## src/sv/icf_pkg.sv

```systemverilog
// ----------------------------------------------------------------------------
// icf_pkg: shared types and constants of the IMU complementary filter
// Holds the register indexes, sequencer states, the CORDIC arctangent table
// and the saturation helper.
// ----------------------------------------------------------------------------
package icf_pkg;

   localparam int ICF_CORDIC_STEPS = 16;
   localparam int ICF_TAB_LEN      = 24;
   localparam int ICF_TAB_IDX_W    = 5;

   localparam int ICF_CSR_IDX_W  = 1;
   localparam int ICF_CSR_DATA_W = 17;

   localparam logic [ICF_CSR_IDX_W-1:0] REG_BLEND_WEIGHT  = 1'b0;
   localparam logic [ICF_CSR_IDX_W-1:0] REG_SAMPLE_PERIOD = 1'b1;

   localparam logic [16:0] BLEND_WEIGHT_RESET = 17'd64225;
   localparam logic [16:0] BLEND_WEIGHT_MAX   = 17'd65536;

   // 1/K of the CORDIC in Q1.30.
   localparam logic signed [30:0] INV_GAIN_Q30 = 31'sd652032874;
   localparam logic signed [31:0] DEG90_Q16    = 32'sd5898240;

   // The rounded division by 1000 is done as a + floor((3*a + 62) / 125), the
   // last term by multiplying with ceil(2^34 / 125) and keeping bits 34 and up.
   localparam logic [26:0]        DIV_BIAS  = 27'd62;
   localparam logic signed [30:0] RECIP_125 = 31'sd137438954;

   typedef enum logic [3:0] {
      ST_IDLE,
      ST_CPRE,
      ST_CITER,
      ST_CEND,
      ST_MHI,
      ST_GMUL,
      ST_GDIV,
      ST_GDHI,
      ST_GFIN,
      ST_BLO,
      ST_BHI,
      ST_BFIN,
      ST_DONE
   } icf_state_type;

   // round(atan(2^-i) * 180 / pi * 65536)
   function automatic logic signed [31:0] icf_atan(input logic [ICF_TAB_IDX_W-1:0] idx);
      logic signed [31:0] v;
      case (idx)
         5'd0:  v = 32'sd2949120;
         5'd1:  v = 32'sd1740967;
         5'd2:  v = 32'sd919879;
         5'd3:  v = 32'sd466945;
         5'd4:  v = 32'sd234379;
         5'd5:  v = 32'sd117304;
         5'd6:  v = 32'sd58666;
         5'd7:  v = 32'sd29335;
         5'd8:  v = 32'sd14668;
         5'd9:  v = 32'sd7334;
         5'd10: v = 32'sd3667;
         5'd11: v = 32'sd1833;
         5'd12: v = 32'sd917;
         5'd13: v = 32'sd458;
         5'd14: v = 32'sd229;
         5'd15: v = 32'sd115;
         5'd16: v = 32'sd57;
         5'd17: v = 32'sd29;
         5'd18: v = 32'sd14;
         5'd19: v = 32'sd7;
         5'd20: v = 32'sd4;
         5'd21: v = 32'sd2;
         5'd22: v = 32'sd1;
         default: v = 32'sd0;
      endcase
      return v;
   endfunction

   // Clamp a wide signed value to the signed 32-bit range.
   function automatic logic signed [31:0] icf_sat32(input logic signed [67:0] v);
      logic signed [31:0] r;
      if (v > 68'sd2147483647) begin
         r = 32'sh7fffffff;
      end else if (v < -68'sd2147483648) begin
         r = 32'sh80000000;
      end else begin
         r = v[31:0];
      end
      return r;
   endfunction

endpackage

```

## src/sv/icf_if.sv

```systemverilog
// ----------------------------------------------------------------------------
// icf_if: channel interfaces of the IMU complementary filter
// One interface carries IMU samples in, the other carries attitude beats out.
// ----------------------------------------------------------------------------
interface icf_req_if;
   logic               valid;
   logic               ready;
   logic signed [15:0] accel_x;
   logic signed [15:0] accel_y;
   logic signed [15:0] accel_z;
   logic signed [17:0] rate_x;
   logic signed [17:0] rate_y;
   logic signed [17:0] rate_z;

   modport source (output valid, accel_x, accel_y, accel_z, rate_x, rate_y, rate_z,
                   input ready);
   modport sink   (input valid, accel_x, accel_y, accel_z, rate_x, rate_y, rate_z,
                   output ready);
endinterface

interface icf_rsp_if;
   logic               valid;
   logic               ready;
   logic signed [31:0] pitch_out;
   logic signed [31:0] roll_out;
   logic signed [31:0] yaw_out;

   modport source (output valid, pitch_out, roll_out, yaw_out, input ready);
   modport sink   (input valid, pitch_out, roll_out, yaw_out, output ready);
endinterface

```

## src/sv/imu_complementary_filter.sv

```systemverilog
// ----------------------------------------------------------------------------
// imu_complementary_filter: complementary-filter attitude estimator
// Takes one IMU sample per beat and returns updated pitch, roll and yaw.
// ----------------------------------------------------------------------------
//
//   Channel  Direction  Handshake              Payload
//   req_if   in         valid/ready            accel_x/y/z (16b), rate_x/y/z (18b)
//   rsp_if   out        valid/ready            pitch_out, roll_out, yaw_out (32b)
//   csr_*    in         write enable only      index (1b), write data (17b)
//
// Each sample runs through two vectoring CORDIC passes on one shared add/shift
// unit, one step per cycle, CORDIC_STEPS steps each (16 by default; more than
// 24 steps are not run), then, per gyro axis, through GMUL, GDIV, GDHI and GFIN
// for the scaled rate and its rounded division by 1000, and through BLO, BHI
// and BFIN for each blend.
// Reset is synchronous: it clears angles, period and sequencer, and resets the weight.
// A new sample is taken while the previous result still waits on rsp_if; the
// block holds a finished result in its last step until the output beat is free.
//
module imu_complementary_filter
   import icf_pkg::*;
#(
   parameter int CORDIC_STEPS = ICF_CORDIC_STEPS
) (
   input  logic                      clock,
   input  logic                      reset,
   input  logic                      csr_write_en,
   input  logic [ICF_CSR_IDX_W-1:0]  csr_index,
   input  logic [ICF_CSR_DATA_W-1:0] csr_wdata,
   icf_req_if.sink                   req_if,
   icf_rsp_if.source                 rsp_if
);

   // The CORDIC table holds 24 angles, so more steps than that are not run.
   localparam int NumIter = (CORDIC_STEPS > ICF_TAB_LEN) ? ICF_TAB_LEN : CORDIC_STEPS;
   localparam logic [ICF_TAB_IDX_W-1:0] LastIter = ICF_TAB_IDX_W'(NumIter - 1);

   icf_state_type state_ff, state_in;

   // Configuration registers.
   logic [16:0] weight_ff, weight_in;
   logic [7:0]  period_ff, period_in;

   // Attitude state; it is also the payload of the output beat.
   logic signed [31:0] pitch_ff, pitch_in;
   logic signed [31:0] roll_ff, roll_in;
   logic signed [31:0] yaw_ff, yaw_in;
   logic               rsp_valid_ff, rsp_valid_in;

   // Latched sample and blend weight.
   logic signed [15:0] ax_ff, ax_in, ay_ff, ay_in, az_ff, az_in;
   logic signed [17:0] rate_ff [3];
   logic signed [17:0] rate_in [3];
   logic [16:0]        k_ff, k_in;

   // CORDIC unit.
   logic signed [35:0] cx_ff, cx_in, cy_ff, cy_in;
   logic signed [31:0] cz_ff, cz_in;
   logic [ICF_TAB_IDX_W-1:0] iter_ff, iter_in;
   logic               pass_ff, pass_in;
   logic               zero_ff, zero_in;

   // Product accumulator, accelerometer angles and the divider operand.
   logic signed [67:0] acc_ff, acc_in;
   logic signed [31:0] pacc_ff, pacc_in, racc_ff, racc_in;
   logic [26:0]        div_ff, div_in;
   logic [1:0]         axis_ff, axis_in;
   logic signed [35:0] diff_ff, diff_in;
   logic signed [31:0] new_ff [3];
   logic signed [31:0] new_in [3];

   // Shared multiplier: 19 x 31 bits signed.
   logic signed [18:0] mul_a;
   logic signed [30:0] mul_b;
   logic signed [49:0] mul_p;

   assign mul_p = {{31{mul_a[18]}}, mul_a} * {{19{mul_b[30]}}, mul_b};

   assign req_if.ready     = (state_ff == ST_IDLE);
   assign rsp_if.valid     = rsp_valid_ff;
   assign rsp_if.pitch_out = pitch_ff;
   assign rsp_if.roll_out  = roll_ff;
   assign rsp_if.yaw_out   = yaw_ff;

   always_comb begin
      logic signed [35:0] px, py, dx, dy, mag, g;
      logic signed [31:0] old_angle, acc_angle, zang;
      logic signed [17:0] r;
      logic [17:0]        r_abs;
      logic [26:0]        q;
      logic signed [27:0] delta;
      logic signed [67:0] sum;

      state_in     = state_ff;
      weight_in    = weight_ff;
      period_in    = period_ff;
      pitch_in     = pitch_ff;
      roll_in      = roll_ff;
      yaw_in       = yaw_ff;
      rsp_valid_in = rsp_valid_ff;
      ax_in        = ax_ff;
      ay_in        = ay_ff;
      az_in        = az_ff;
      rate_in      = rate_ff;
      k_in         = k_ff;
      cx_in        = cx_ff;
      cy_in        = cy_ff;
      cz_in        = cz_ff;
      iter_in      = iter_ff;
      pass_in      = pass_ff;
      zero_in      = zero_ff;
      acc_in       = acc_ff;
      pacc_in      = pacc_ff;
      racc_in      = racc_ff;
      div_in       = div_ff;
      axis_in      = axis_ff;
      diff_in      = diff_ff;
      new_in       = new_ff;

      r         = rate_ff[axis_ff];
      r_abs     = r[17] ? 18'(-r) : 18'(r);
      zang      = zero_ff ? 32'sd0 : cz_ff;
      mag       = acc_ff[65:30];
      dx        = cx_ff >>> iter_ff;
      dy        = cy_ff >>> iter_ff;
      // The accumulator holds a * 2^34 plus (3*a + 62) * ceil(2^34 / 125).
      q         = acc_ff[60:34];
      delta     = r[17] ? -$signed({1'b0, q}) : $signed({1'b0, q});

      case (axis_ff)
         2'd0:    begin old_angle = pitch_ff; acc_angle = pacc_ff; end
         2'd1:    begin old_angle = roll_ff;  acc_angle = racc_ff; end
         default: begin old_angle = yaw_ff;   acc_angle = racc_ff; end
      endcase
      g   = 36'(old_angle) + 36'(delta);
      sum = ($signed(68'(acc_angle)) <<< 16) + acc_ff + 68'sd32768;

      // The first CORDIC pass works on (z, y), the second on (magnitude, x).
      if (pass_ff) begin
         px = mag;
         py = {{6{ax_ff[15]}}, ax_ff, 14'b0};
      end else begin
         px = {{6{az_ff[15]}}, az_ff, 14'b0};
         py = {{6{ay_ff[15]}}, ay_ff, 14'b0};
      end

      mul_a = '0;
      mul_b = '0;
      case (state_ff)
         ST_CEND: begin mul_a = {1'b0, cx_ff[17:0]};         mul_b = INV_GAIN_Q30; end
         ST_MHI:  begin mul_a = {cx_ff[35], cx_ff[35:18]};   mul_b = INV_GAIN_Q30; end
         ST_GMUL: begin mul_a = {1'b0, r_abs};               mul_b = {23'b0, period_ff}; end
         ST_GDIV: begin mul_a = {1'b0, div_ff[17:0]};        mul_b = RECIP_125; end
         ST_GDHI: begin mul_a = {10'b0, div_ff[26:18]};      mul_b = RECIP_125; end
         ST_BLO:  begin mul_a = {1'b0, diff_ff[17:0]};       mul_b = {14'b0, k_ff}; end
         ST_BHI:  begin mul_a = {diff_ff[35], diff_ff[35:18]}; mul_b = {14'b0, k_ff}; end
         default: begin mul_a = '0;                          mul_b = '0; end
      endcase

      if (rsp_valid_ff && rsp_if.ready) begin
         rsp_valid_in = 1'b0;
      end

      if (csr_write_en) begin
         case (csr_index)
            REG_BLEND_WEIGHT:  weight_in = csr_wdata;
            REG_SAMPLE_PERIOD: period_in = csr_wdata[7:0];
            default:           weight_in = weight_ff;
         endcase
      end

      case (state_ff)
         ST_IDLE: begin
            if (req_if.valid) begin
               ax_in      = req_if.accel_x;
               ay_in      = req_if.accel_y;
               az_in      = req_if.accel_z;
               rate_in[0] = req_if.rate_x;
               rate_in[1] = req_if.rate_y;
               rate_in[2] = req_if.rate_z;
               k_in       = (weight_ff > BLEND_WEIGHT_MAX) ? BLEND_WEIGHT_MAX : weight_ff;
               pass_in    = 1'b0;
               state_in   = ST_CPRE;
            end
         end
         ST_CPRE: begin
            // Vectors in the left half-plane are turned by a quarter turn first.
            zero_in = (px == 36'sd0) && (py == 36'sd0);
            if (px < 0) begin
               if (py >= 0) begin
                  cx_in = py;  cy_in = -px; cz_in = DEG90_Q16;
               end else begin
                  cx_in = -py; cy_in = px;  cz_in = -DEG90_Q16;
               end
            end else begin
               cx_in = px; cy_in = py; cz_in = 32'sd0;
            end
            iter_in  = '0;
            state_in = ST_CITER;
         end
         ST_CITER: begin
            if (cy_ff >= 0) begin
               cx_in = cx_ff + dy;
               cy_in = cy_ff - dx;
               cz_in = cz_ff + icf_atan(iter_ff);
            end else begin
               cx_in = cx_ff - dy;
               cy_in = cy_ff + dx;
               cz_in = cz_ff - icf_atan(iter_ff);
            end
            iter_in = iter_ff + 1'b1;
            if (iter_ff == LastIter) begin
               state_in = ST_CEND;
            end
         end
         ST_CEND: begin
            if (pass_ff) begin
               racc_in  = -zang;
               axis_in  = 2'd0;
               state_in = ST_GMUL;
            end else begin
               pacc_in  = zang;
               acc_in   = 68'(mul_p);
               state_in = ST_MHI;
            end
         end
         ST_MHI: begin
            acc_in   = acc_ff + ($signed(68'(mul_p)) <<< 18);
            pass_in  = 1'b1;
            state_in = ST_CPRE;
         end
         ST_GMUL: begin
            // a = |rate| * period; 1024*a/1000 rounds to a + floor((3a + 62) / 125).
            div_in   = {1'b0, mul_p[25:0]} + {mul_p[25:0], 1'b0} + DIV_BIAS;
            acc_in   = {8'b0, mul_p[25:0], 34'b0};
            state_in = ST_GDIV;
         end
         ST_GDIV: begin
            acc_in   = acc_ff + 68'(mul_p);
            state_in = ST_GDHI;
         end
         ST_GDHI: begin
            acc_in   = acc_ff + ($signed(68'(mul_p)) <<< 18);
            state_in = ST_GFIN;
         end
         ST_GFIN: begin
            if (axis_ff == 2'd2) begin
               new_in[2] = icf_sat32(68'(g));
               state_in  = ST_DONE;
            end else begin
               diff_in  = g - 36'(acc_angle);
               state_in = ST_BLO;
            end
         end
         ST_BLO: begin
            acc_in   = 68'(mul_p);
            state_in = ST_BHI;
         end
         ST_BHI: begin
            acc_in   = acc_ff + ($signed(68'(mul_p)) <<< 18);
            state_in = ST_BFIN;
         end
         ST_BFIN: begin
            new_in[axis_ff] = icf_sat32(sum >>> 16);
            axis_in         = axis_ff + 1'b1;
            state_in        = ST_GMUL;
         end
         ST_DONE: begin
            if (!rsp_valid_ff || rsp_if.ready) begin
               pitch_in     = new_ff[0];
               roll_in      = new_ff[1];
               yaw_in       = new_ff[2];
               rsp_valid_in = 1'b1;
               state_in     = ST_IDLE;
            end
         end
         default: begin
            state_in = ST_IDLE;
         end
      endcase
   end

   always_ff @(posedge clock) begin
      if (reset) begin
         state_ff     <= ST_IDLE;
         weight_ff    <= BLEND_WEIGHT_RESET;
         period_ff    <= '0;
         pitch_ff     <= '0;
         roll_ff      <= '0;
         yaw_ff       <= '0;
         rsp_valid_ff <= 1'b0;
      end else begin
         state_ff     <= state_in;
         weight_ff    <= weight_in;
         period_ff    <= period_in;
         pitch_ff     <= pitch_in;
         roll_ff      <= roll_in;
         yaw_ff       <= yaw_in;
         rsp_valid_ff <= rsp_valid_in;
      end
   end

   always_ff @(posedge clock) begin
      ax_ff   <= ax_in;
      ay_ff   <= ay_in;
      az_ff   <= az_in;
      rate_ff <= rate_in;
      k_ff    <= k_in;
      cx_ff   <= cx_in;
      cy_ff   <= cy_in;
      cz_ff   <= cz_in;
      iter_ff <= iter_in;
      pass_ff <= pass_in;
      zero_ff <= zero_in;
      acc_ff  <= acc_in;
      pacc_ff <= pacc_in;
      racc_ff <= racc_in;
      div_ff  <= div_in;
      axis_ff <= axis_in;
      diff_ff <= diff_in;
      new_ff  <= new_in;
   end

endmodule

```

## src/flat_wrapper.sv

```systemverilog
// flat-port wrapper written by rule: the top's interface ports become plain ports
module imu_complementary_filter_flat import icf_pkg::*;
#(
   parameter int CORDIC_STEPS = ICF_CORDIC_STEPS
)
  (clock, reset, csr_write_en, csr_index, csr_wdata, req_if_valid, req_if_accel_x, req_if_accel_y, req_if_accel_z, req_if_rate_x, req_if_rate_y, req_if_rate_z, req_if_ready, rsp_if_valid, rsp_if_pitch_out, rsp_if_roll_out, rsp_if_yaw_out, rsp_if_ready);
  icf_req_if req_if_i ();
  icf_rsp_if rsp_if_i ();
  input  logic clock;
  input  logic reset;
  input  logic csr_write_en;
  input  logic [ICF_CSR_IDX_W-1:0] csr_index;
  input  logic [ICF_CSR_DATA_W-1:0] csr_wdata;
  input wire logic [$bits(req_if_i.valid)-1:0] req_if_valid;
  input wire logic [$bits(req_if_i.accel_x)-1:0] req_if_accel_x;
  input wire logic [$bits(req_if_i.accel_y)-1:0] req_if_accel_y;
  input wire logic [$bits(req_if_i.accel_z)-1:0] req_if_accel_z;
  input wire logic [$bits(req_if_i.rate_x)-1:0] req_if_rate_x;
  input wire logic [$bits(req_if_i.rate_y)-1:0] req_if_rate_y;
  input wire logic [$bits(req_if_i.rate_z)-1:0] req_if_rate_z;
  output wire logic [$bits(req_if_i.ready)-1:0] req_if_ready;
  output wire logic [$bits(rsp_if_i.valid)-1:0] rsp_if_valid;
  output wire logic [$bits(rsp_if_i.pitch_out)-1:0] rsp_if_pitch_out;
  output wire logic [$bits(rsp_if_i.roll_out)-1:0] rsp_if_roll_out;
  output wire logic [$bits(rsp_if_i.yaw_out)-1:0] rsp_if_yaw_out;
  input wire logic [$bits(rsp_if_i.ready)-1:0] rsp_if_ready;
  assign req_if_i.valid = req_if_valid;
  assign req_if_i.accel_x = req_if_accel_x;
  assign req_if_i.accel_y = req_if_accel_y;
  assign req_if_i.accel_z = req_if_accel_z;
  assign req_if_i.rate_x = req_if_rate_x;
  assign req_if_i.rate_y = req_if_rate_y;
  assign req_if_i.rate_z = req_if_rate_z;
  assign req_if_ready = req_if_i.ready;
  assign rsp_if_valid = rsp_if_i.valid;
  assign rsp_if_pitch_out = rsp_if_i.pitch_out;
  assign rsp_if_roll_out = rsp_if_i.roll_out;
  assign rsp_if_yaw_out = rsp_if_i.yaw_out;
  assign rsp_if_i.ready = rsp_if_ready;
  imu_complementary_filter #(.CORDIC_STEPS(CORDIC_STEPS)) u_core (.clock(clock), .reset(reset), .csr_write_en(csr_write_en), .csr_index(csr_index), .csr_wdata(csr_wdata), .req_if(req_if_i), .rsp_if(rsp_if_i));
endmodule
```

## config.mk

```make
export PLATFORM = sky130hd
export DESIGN_NAME = imu_complementary_filter_flat
export DESIGN_NICKNAME = d
export VERILOG_FILES = /design/src/sv/icf_pkg.sv /design/src/sv/icf_if.sv /design/src/sv/imu_complementary_filter.sv /design/src/flat_wrapper.sv
export SDC_FILE = /design/constraint.sdc
export NUM_CORES = 2
export LEC_CHECK = 0
export BUFFER_PORTS_ARGS = -buffer_cell sky130_fd_sc_hd__buf_2
export CORE_UTILIZATION = 40
export CTS_BUF_LIST = sky130_fd_sc_hd__clkbuf_8
export CTS_CLUSTER_SIZE = 16
export DETAILED_ROUTE_END_ITERATION = 10
export SYNTH_ARGS = -nofsm -noshare
export SYNTH_HDL_FRONTEND = slang
export SYNTH_SLANG_ARGS = --single-unit
```

## constraint.sdc

```tcl
create_clock -name clock -period 30.7 [get_ports clock]
set_input_delay 6.14 -clock clock [delete_from_list [all_inputs] [get_ports clock]]
set_output_delay 6.14 -clock clock [all_outputs]
set_load 0.01 [all_outputs]
```

Word level (Yosys, flattened, before mapping)
Memories as Yosys holds them, arrays and structs flattened. A register that Yosys moved wholly into a read port is not among the register bits.
Cells that the tools add are included.
{"block": "totals", "mem_bits_ro": 1408, "output_inout_bits": 98, "input_bits": 125, "n_memories": 2, "register_bits": 649, "word_cells": 176}
{"block": "op_classes", "n_addsub": 21, "n_mul": 1, "n_lt_le_gt_ge": 10, "n_mux": 56, "eq_ne": 21, "n_reduce_logical": 30, "bitwise": 4, "n_shift": 2}
{"memory": "(no name shown)", "depth": 32, "word_bits": 22, "read_ports": 1, "rd_clocked_by_memory_dff": 1, "wr": 0, "line": "icf_pkg.sv:49", "text": "case (idx)"}
{"memory": "(no name shown)", "depth": 32, "word_bits": 22, "read_ports": 1, "rd_clocked_by_memory_dff": 1, "wr": 0, "line": "icf_pkg.sv:49"}
{"cell": "$mux 32", "n": 16}
{"cell": "$pmux 68 s5", "n": 1}
{"cell": "$mux 36", "n": 8}
{"cell": "$pmux 32 s2", "n": 3}
{"cell": "$pmux 36 s2", "n": 2}
{"cell": "$pmux 19 s7", "n": 1}
{"cell": "$pmux 30 s4", "n": 1}
{"cell": "$bwmux 96", "n": 1}
{"cell": "$add 36x36->36", "n": 2}
{"cell": "$ge 36x1->1 const B", "n": 2}
{"cell": "$logic_not 36->1", "n": 2}
{"cell": "$neg 36->36", "n": 2}
{"cell": "$sshr 36x5->36", "n": 2}
{"cell": "$sub 36x36->36", "n": 2}
{"cell": "$add 48x68->68", "n": 1}
{"cell": "$add 68x17->68 const B", "n": 1}
{"cell": "$add 68x50->68", "n": 1}
{"cell": "$add 68x68->68", "n": 1}
{"cell": "$mux 68", "n": 1}
{"cell": "$demux 32 s2", "n": 1}
{"cell": "$mux 18", "n": 3}
{"cell": "$gt 52x32->1 const B", "n": 1}
{"cell": "$lt 52x32->1 const B", "n": 1}
{"cell": "$pmux 4 s13", "n": 1}
{"cell": "other kinds (50)", "n": 88}

Logic depth before layout (Yosys ltp)
{"block": "logic_depth", "depth_word": 11, "mapped_depth": 54, "mapped_depth_nobuf": 52}

Worst setup path after synthesis
Ideal clock, no wire load.
{"block": "synth_timing", "kind": "register -> register", "start": "register u_core.axis_ff[0]", "end": "register u_core.acc_ff[66] (data pin)", "setup_ns": 0.268, "t_arrival_ns": 12.787, "t_required_ns": 30.432, "slack_ns": 17.645, "n_path_buf": 2, "stages_incl_launch_ff": 48, "synth_period_minus_slack_ns": 13.055, "path_cell_list": "edfxtp_1 buf_1 mux2i_1 o22ai_1 nor4_1 nor3b_1 nand2_1 nor3_1 nand2_1 o31ai_1 xor2_1 nor2_1 a2111oi_0 or2_2 fa_1 fa_1 inv_1 fa_1 [... 12 more ...] o21a_1 nor4_1 o2111a_1 or4b_2 o211ai_1 ha_1 clkbuf_1 a21oi_1 o21ai_0 a221oi_1 inv_1 a2111o_1 a31oi_1 o21a_1 o311ai_0 xor2_1 a22oi_1 nand2_1"}
{"block": "synth_between", "elab_chain_len": 10, "elab_cells_between_ends": 12, "classes_between": "3 x add/sub; 1 x mul; 7 x mux; 1 x bitwise"}
{"item": "start: declaration", "line": "imu_complementary_filter.sv:67", "text": "logic [1:0] axis_ff, axis_in;"}
{"item": "start signal: assignment", "line": "imu_complementary_filter.sv:319", "text": "axis_ff <= axis_in;"}
{"item": "$not 2->3 (implied by the code) (*)", "line": "imu_complementary_filter.sv:120", "text": "r = rate_ff[axis_ff];"}
{"item": "$bmux 18 s2 (*)", "line": "imu_complementary_filter.sv:120"}
{"item": "$mux 18 (implied by the code) (*) (2 in series)", "line": "imu_complementary_filter.sv:120"}
{"item": "$neg 18->18", "line": "imu_complementary_filter.sv:121", "text": "r_abs = r[17] ? 18'(-r) : 18'(r);"}
{"item": "$mux 18 (*)", "line": "imu_complementary_filter.sv:121"}
{"item": "$pmux 19 s7 (*)", "line": "imu_complementary_filter.sv:149", "text": "case (state_ff)"}
{"item": "$mul 19x31->50 (*)", "line": "imu_complementary_filter.sv:77", "text": "assign mul_p = {{31{mul_a[18]}}, mul_a} * {{19{mul_b[30]}}, mul_b};"}
{"item": "$add 68x68->68 (tied with other cells)", "line": "imu_complementary_filter.sv:228, imu_complementary_filter.sv:243, imu_complementary_filter.sv:260"}
{"item": "$pmux 68 s5 (*)", "line": "imu_complementary_filter.sv:172", "text": "case (state_ff)"}
{"item": "named net u_core.acc_in[66]", "line": "imu_complementary_filter.sv:64", "text": "logic signed [67:0] acc_ff, acc_in;"}
{"item": "end signal: assignment", "line": "imu_complementary_filter.sv:315", "text": "acc_ff <= acc_in;"}
{"item": "end: declaration", "line": "imu_complementary_filter.sv:64"}
The timed path passes the listed nets; every way through them passes the cells marked *. The select of a mux whose other input is x is not followed.
A chain may end at the register's enable or synchronous reset.

Worst setup path after layout
{"block": "layout_timing", "start": "register u_core.axis_ff[1]", "end": "register u_core.acc_ff[66] (data pin)"}
Same word-level chain as after synthesis.

==> reports/metrics.yaml <==
status: "finished, final reports clean"
fin_nets: 9201
path_class: "reg -> reg"
root_buffer: "clkbuf_8"
ant_nets: 0
path_common_cell: "fa_1"
max_freq_mhz: 68.4
p_per_area_mw_per_mm2: 62.7
cp_slowest_cell: "nor2b_1"
num_rows: 153
post_cts_buffers: 0
cp_max_fo: 22
placed_cells: 10200
n_fill_cell: 17200
critPathRequiredTime_ns: 31.34
die_w_um: 422
grt_pass1_vias: 58400
clk_path_buf_depth: 3
peakVddDrop_mv: 0.0463
syn_area_mm2: 0.0705
top_level_ports: 223
drt_pass1_iterations: 6
rsz0062_at_grt: "no"
setup_violations: 0
final_cell_mix: "nand2_1, inv_1, ha_1, nor2_1, a21oi_1"
min_period_ns: 14.61
seq_area_frac_synth_pct: 26.4
wl_per_cell_um: 24.4
final_common_cell: "nand2_1"
slew_viol_final: 0
grt_pass1_wl_um: 374000
max-slew-margin-rel_pct: 6.57
path_clk_slew_ns: 0.07
gr-max-usage-layer: "met2"
area.growth.synth_to_final_pct: 9.66
synth_cells: 7857
async_reset_ff_share_pct: 0
io_buffers: 222
numClockSinks: 669
ys_types: 92
met2_usage_pct: 45.2
yosys_warnings: 0
ys_seq_elements: 669
cts_tree: "done"
p_leak_nw: 33.8
tns_ns: 0
ff_latch_area_mm2: 0.0186
slowest_delay_ns: 1.00
ctsHoldBuffers: 0
final_cells: 10500
fin_area_mm2: 0.0773
hpwl_um: 200000
synth_edf_count: 521
use_met1_pct: 35.9
hold_viol_final: 0
place_congestion: 0.981
dieArea_mm2: 0.178
syn_nets: 9040
clk_latency_ns: 0.95
multi_input_area_mm2: 0.0481
grt_max_degree: 97
vias_per_cell: 5.85
drv_cap: 0
cp_top_family: "compound AO/OA/AOI/OAI gates"
synth_flop_cell: "edfxtp_1"
setup.worst_path.end_class: "flip-flop"
die_h_um: 422
antenna_found_initial: 12
num_vias: 61200
drive_above_1_share_pct: 9.71
cts.htree.levels: 4
core_mm2: 0.175
holdCritPathClass: "reg -> reg"
fin_crit_sh_pct: 47.6
worst_slew_pin_slew_ns: 1.40
detail_route.iter0.violations: 5823
synth.avg_cell_area_um2: 8.98
grt-ovfl-total: 0
finClkSkew_ns: 0.0711
worst_setup_path_start_kind: "flip-flop"
routed_wirelength_um: 255000
gr-usage-met3_pct: 5.21
placed_cell_area_mm2: 0.0745
drc: 0
start_util_pct: 40.4
cts_buffers: 131
post_cts_resized: 0
grt_usage_pct: 27.8
path_buf_inv: 3
cp.arrival_ns: 15.25
[cell type report]
class                   instances  area share (%)
multi-input cells            6148            62.2
flip-flops and latches        669            24.1
well taps                    2325            3.76
inverters                     695            3.38
repair buffers                373            2.91
clock buffers                 144            2.56
clock inverters                97            1.08
diodes                          7          0.0226
[cell families after synthesis]
family	after synthesis	share of synthesized area (%)
and+or+nand+nor	2303	14.8
AOI/OAI and AO/OA	2004	17.9
adders and majority gates	1058	23.3
buffers and inverters	1040	5.60
DFF	669	26.4
xor gates and xnor gates	531	6.60
muxes	250	5.39
other	2	0.0106
[sequential cells by signal, indices dropped and copies added (netlist names), 27 cells and up, named ones only]
signal and count:
u_core.acc_ff 68, u_core.cx_ff 36, u_core.cy_ff 36, u_core.cz_ff 32
u_core.diff_ff 34, u_core.div_ff 27, u_core.new_ff 96, u_core.pacc_ff 32
u_core.racc_ff 32, u_core.rate_ff 54, u_core.rsp_if.pitch_out 32, u_core.rsp_if.roll_out 32
u_core.rsp_if.yaw_out 32
[where the power goes]
group          internal (mW)  total (mW)  switching [mW]  leakage [nW]
sequential              1.12        1.23           0.109          6.04
clock                  0.529       0.987           0.458          1.55
combinational           1.04        2.63            1.60          26.2
[stage by stage]
| stage | setup slack [ns] | hold slack, ns | power, mW | utilization [%] |
|---|---|---|---|---|
| 2_1_floorplan | 17.64 | 0.431 | 3.11 | - |
| 3_3_place_gp | 16.72 | 0.455 | 3.80 | 42.7 |
| 3_5_place_dp | 16.25 | 0.453 | 3.82 | 42.7 |
| 4_1_cts | 16.25 | 0.463 | 4.83 | 44.3 |
| 5_1_grt | 14.89 | 0.495 | 5.14 | 44.3 |
| 6_report | 16.09 | 0.462 | 4.85 | 44.3 |
[path summary, 6_finish.rpt]
| kind | slack [ns] | from | end | depth (start not counted) |
|---|---|---|---|---|
| worst max register to register | 16.09 | u_core.axis_ff[1] | u_core.acc_ff[66] | 44 |
| worst max-delay path | 16.09 | u_core.axis_ff[1] | u_core.acc_ff[66] | 44 |
| worst min-delay path | 0.46 | u_core.period_ff[6] | u_core.period_ff[6] | 2 |
| worst min register to register | 0.46 | u_core.period_ff[6] | u_core.period_ff[6] | 2 |
[cell usage after synthesis, types with 18 or more instances]
master | n | area [µm²]
o221ai_1 | 22 | 193
clkbuf_1 | 280 | 1050
dfxtp_1 | 148 | 2960
mux2i_1 | 115 | 1150
o21a_1 | 68 | 510
nor2_1 | 615 | 2310
ha_1 | 631 | 7900
a21o_1 | 184 | 1380
nand3_1 | 122 | 611
a211oi_1 | 58 | 435
o211ai_1 | 45 | 338
o22ai_1 | 35 | 219
and2_1 | 47 | 294
mux2_2 | 31 | 349
nand3b_1 | 23 | 173
xor2_1 | 188 | 1650
nor3_1 | 126 | 631
a221oi_1 | 21 | 184
nor2b_1 | 99 | 619
o21bai_1 | 72 | 541
nand2b_1 | 88 | 551
or2_2 | 36 | 225
and3_1 | 50 | 313
nand4_1 | 48 | 300
a31oi_1 | 67 | 419
mux4_2 | 100 | 2250
a22oi_1 | 82 | 616
fa_1 | 427 | 8550
o21ai_0 | 459 | 2300
or4_1 | 21 | 158
a21oi_1 | 605 | 3030
edfxtp_1 | 521 | 15600
a21boi_0 | 18 | 135
xnor2_1 | 342 | 3000
buf_1 | 44 | 165
or3_1 | 39 | 244
o311ai_1 | 27 | 236
o31ai_1 | 48 | 360
nand2_1 | 911 | 3420
inv_1 | 694 | 2610
nor4_1 | 36 | 225
[layer usage]
layer,share of wire [%],vias up,routed length (µm)
met5,0.022,-,57
met4,4.7,8,12100
met3,7.9,507,20100
met2,47,2451,119000
met1,41,30000,103000
li1,-,28200,-
[worst register-to-register path: cells and delay by family (launching register included)]
family,cells,cell delay [ns]
compound gates,18,5.66
fa+ha+maj,9,3.99
simple gates,11,2.99
flops,1,0.72
buf+inv,3,0.59
xor+xnor,3,0.41
Power figures use the tool's default switching activity.
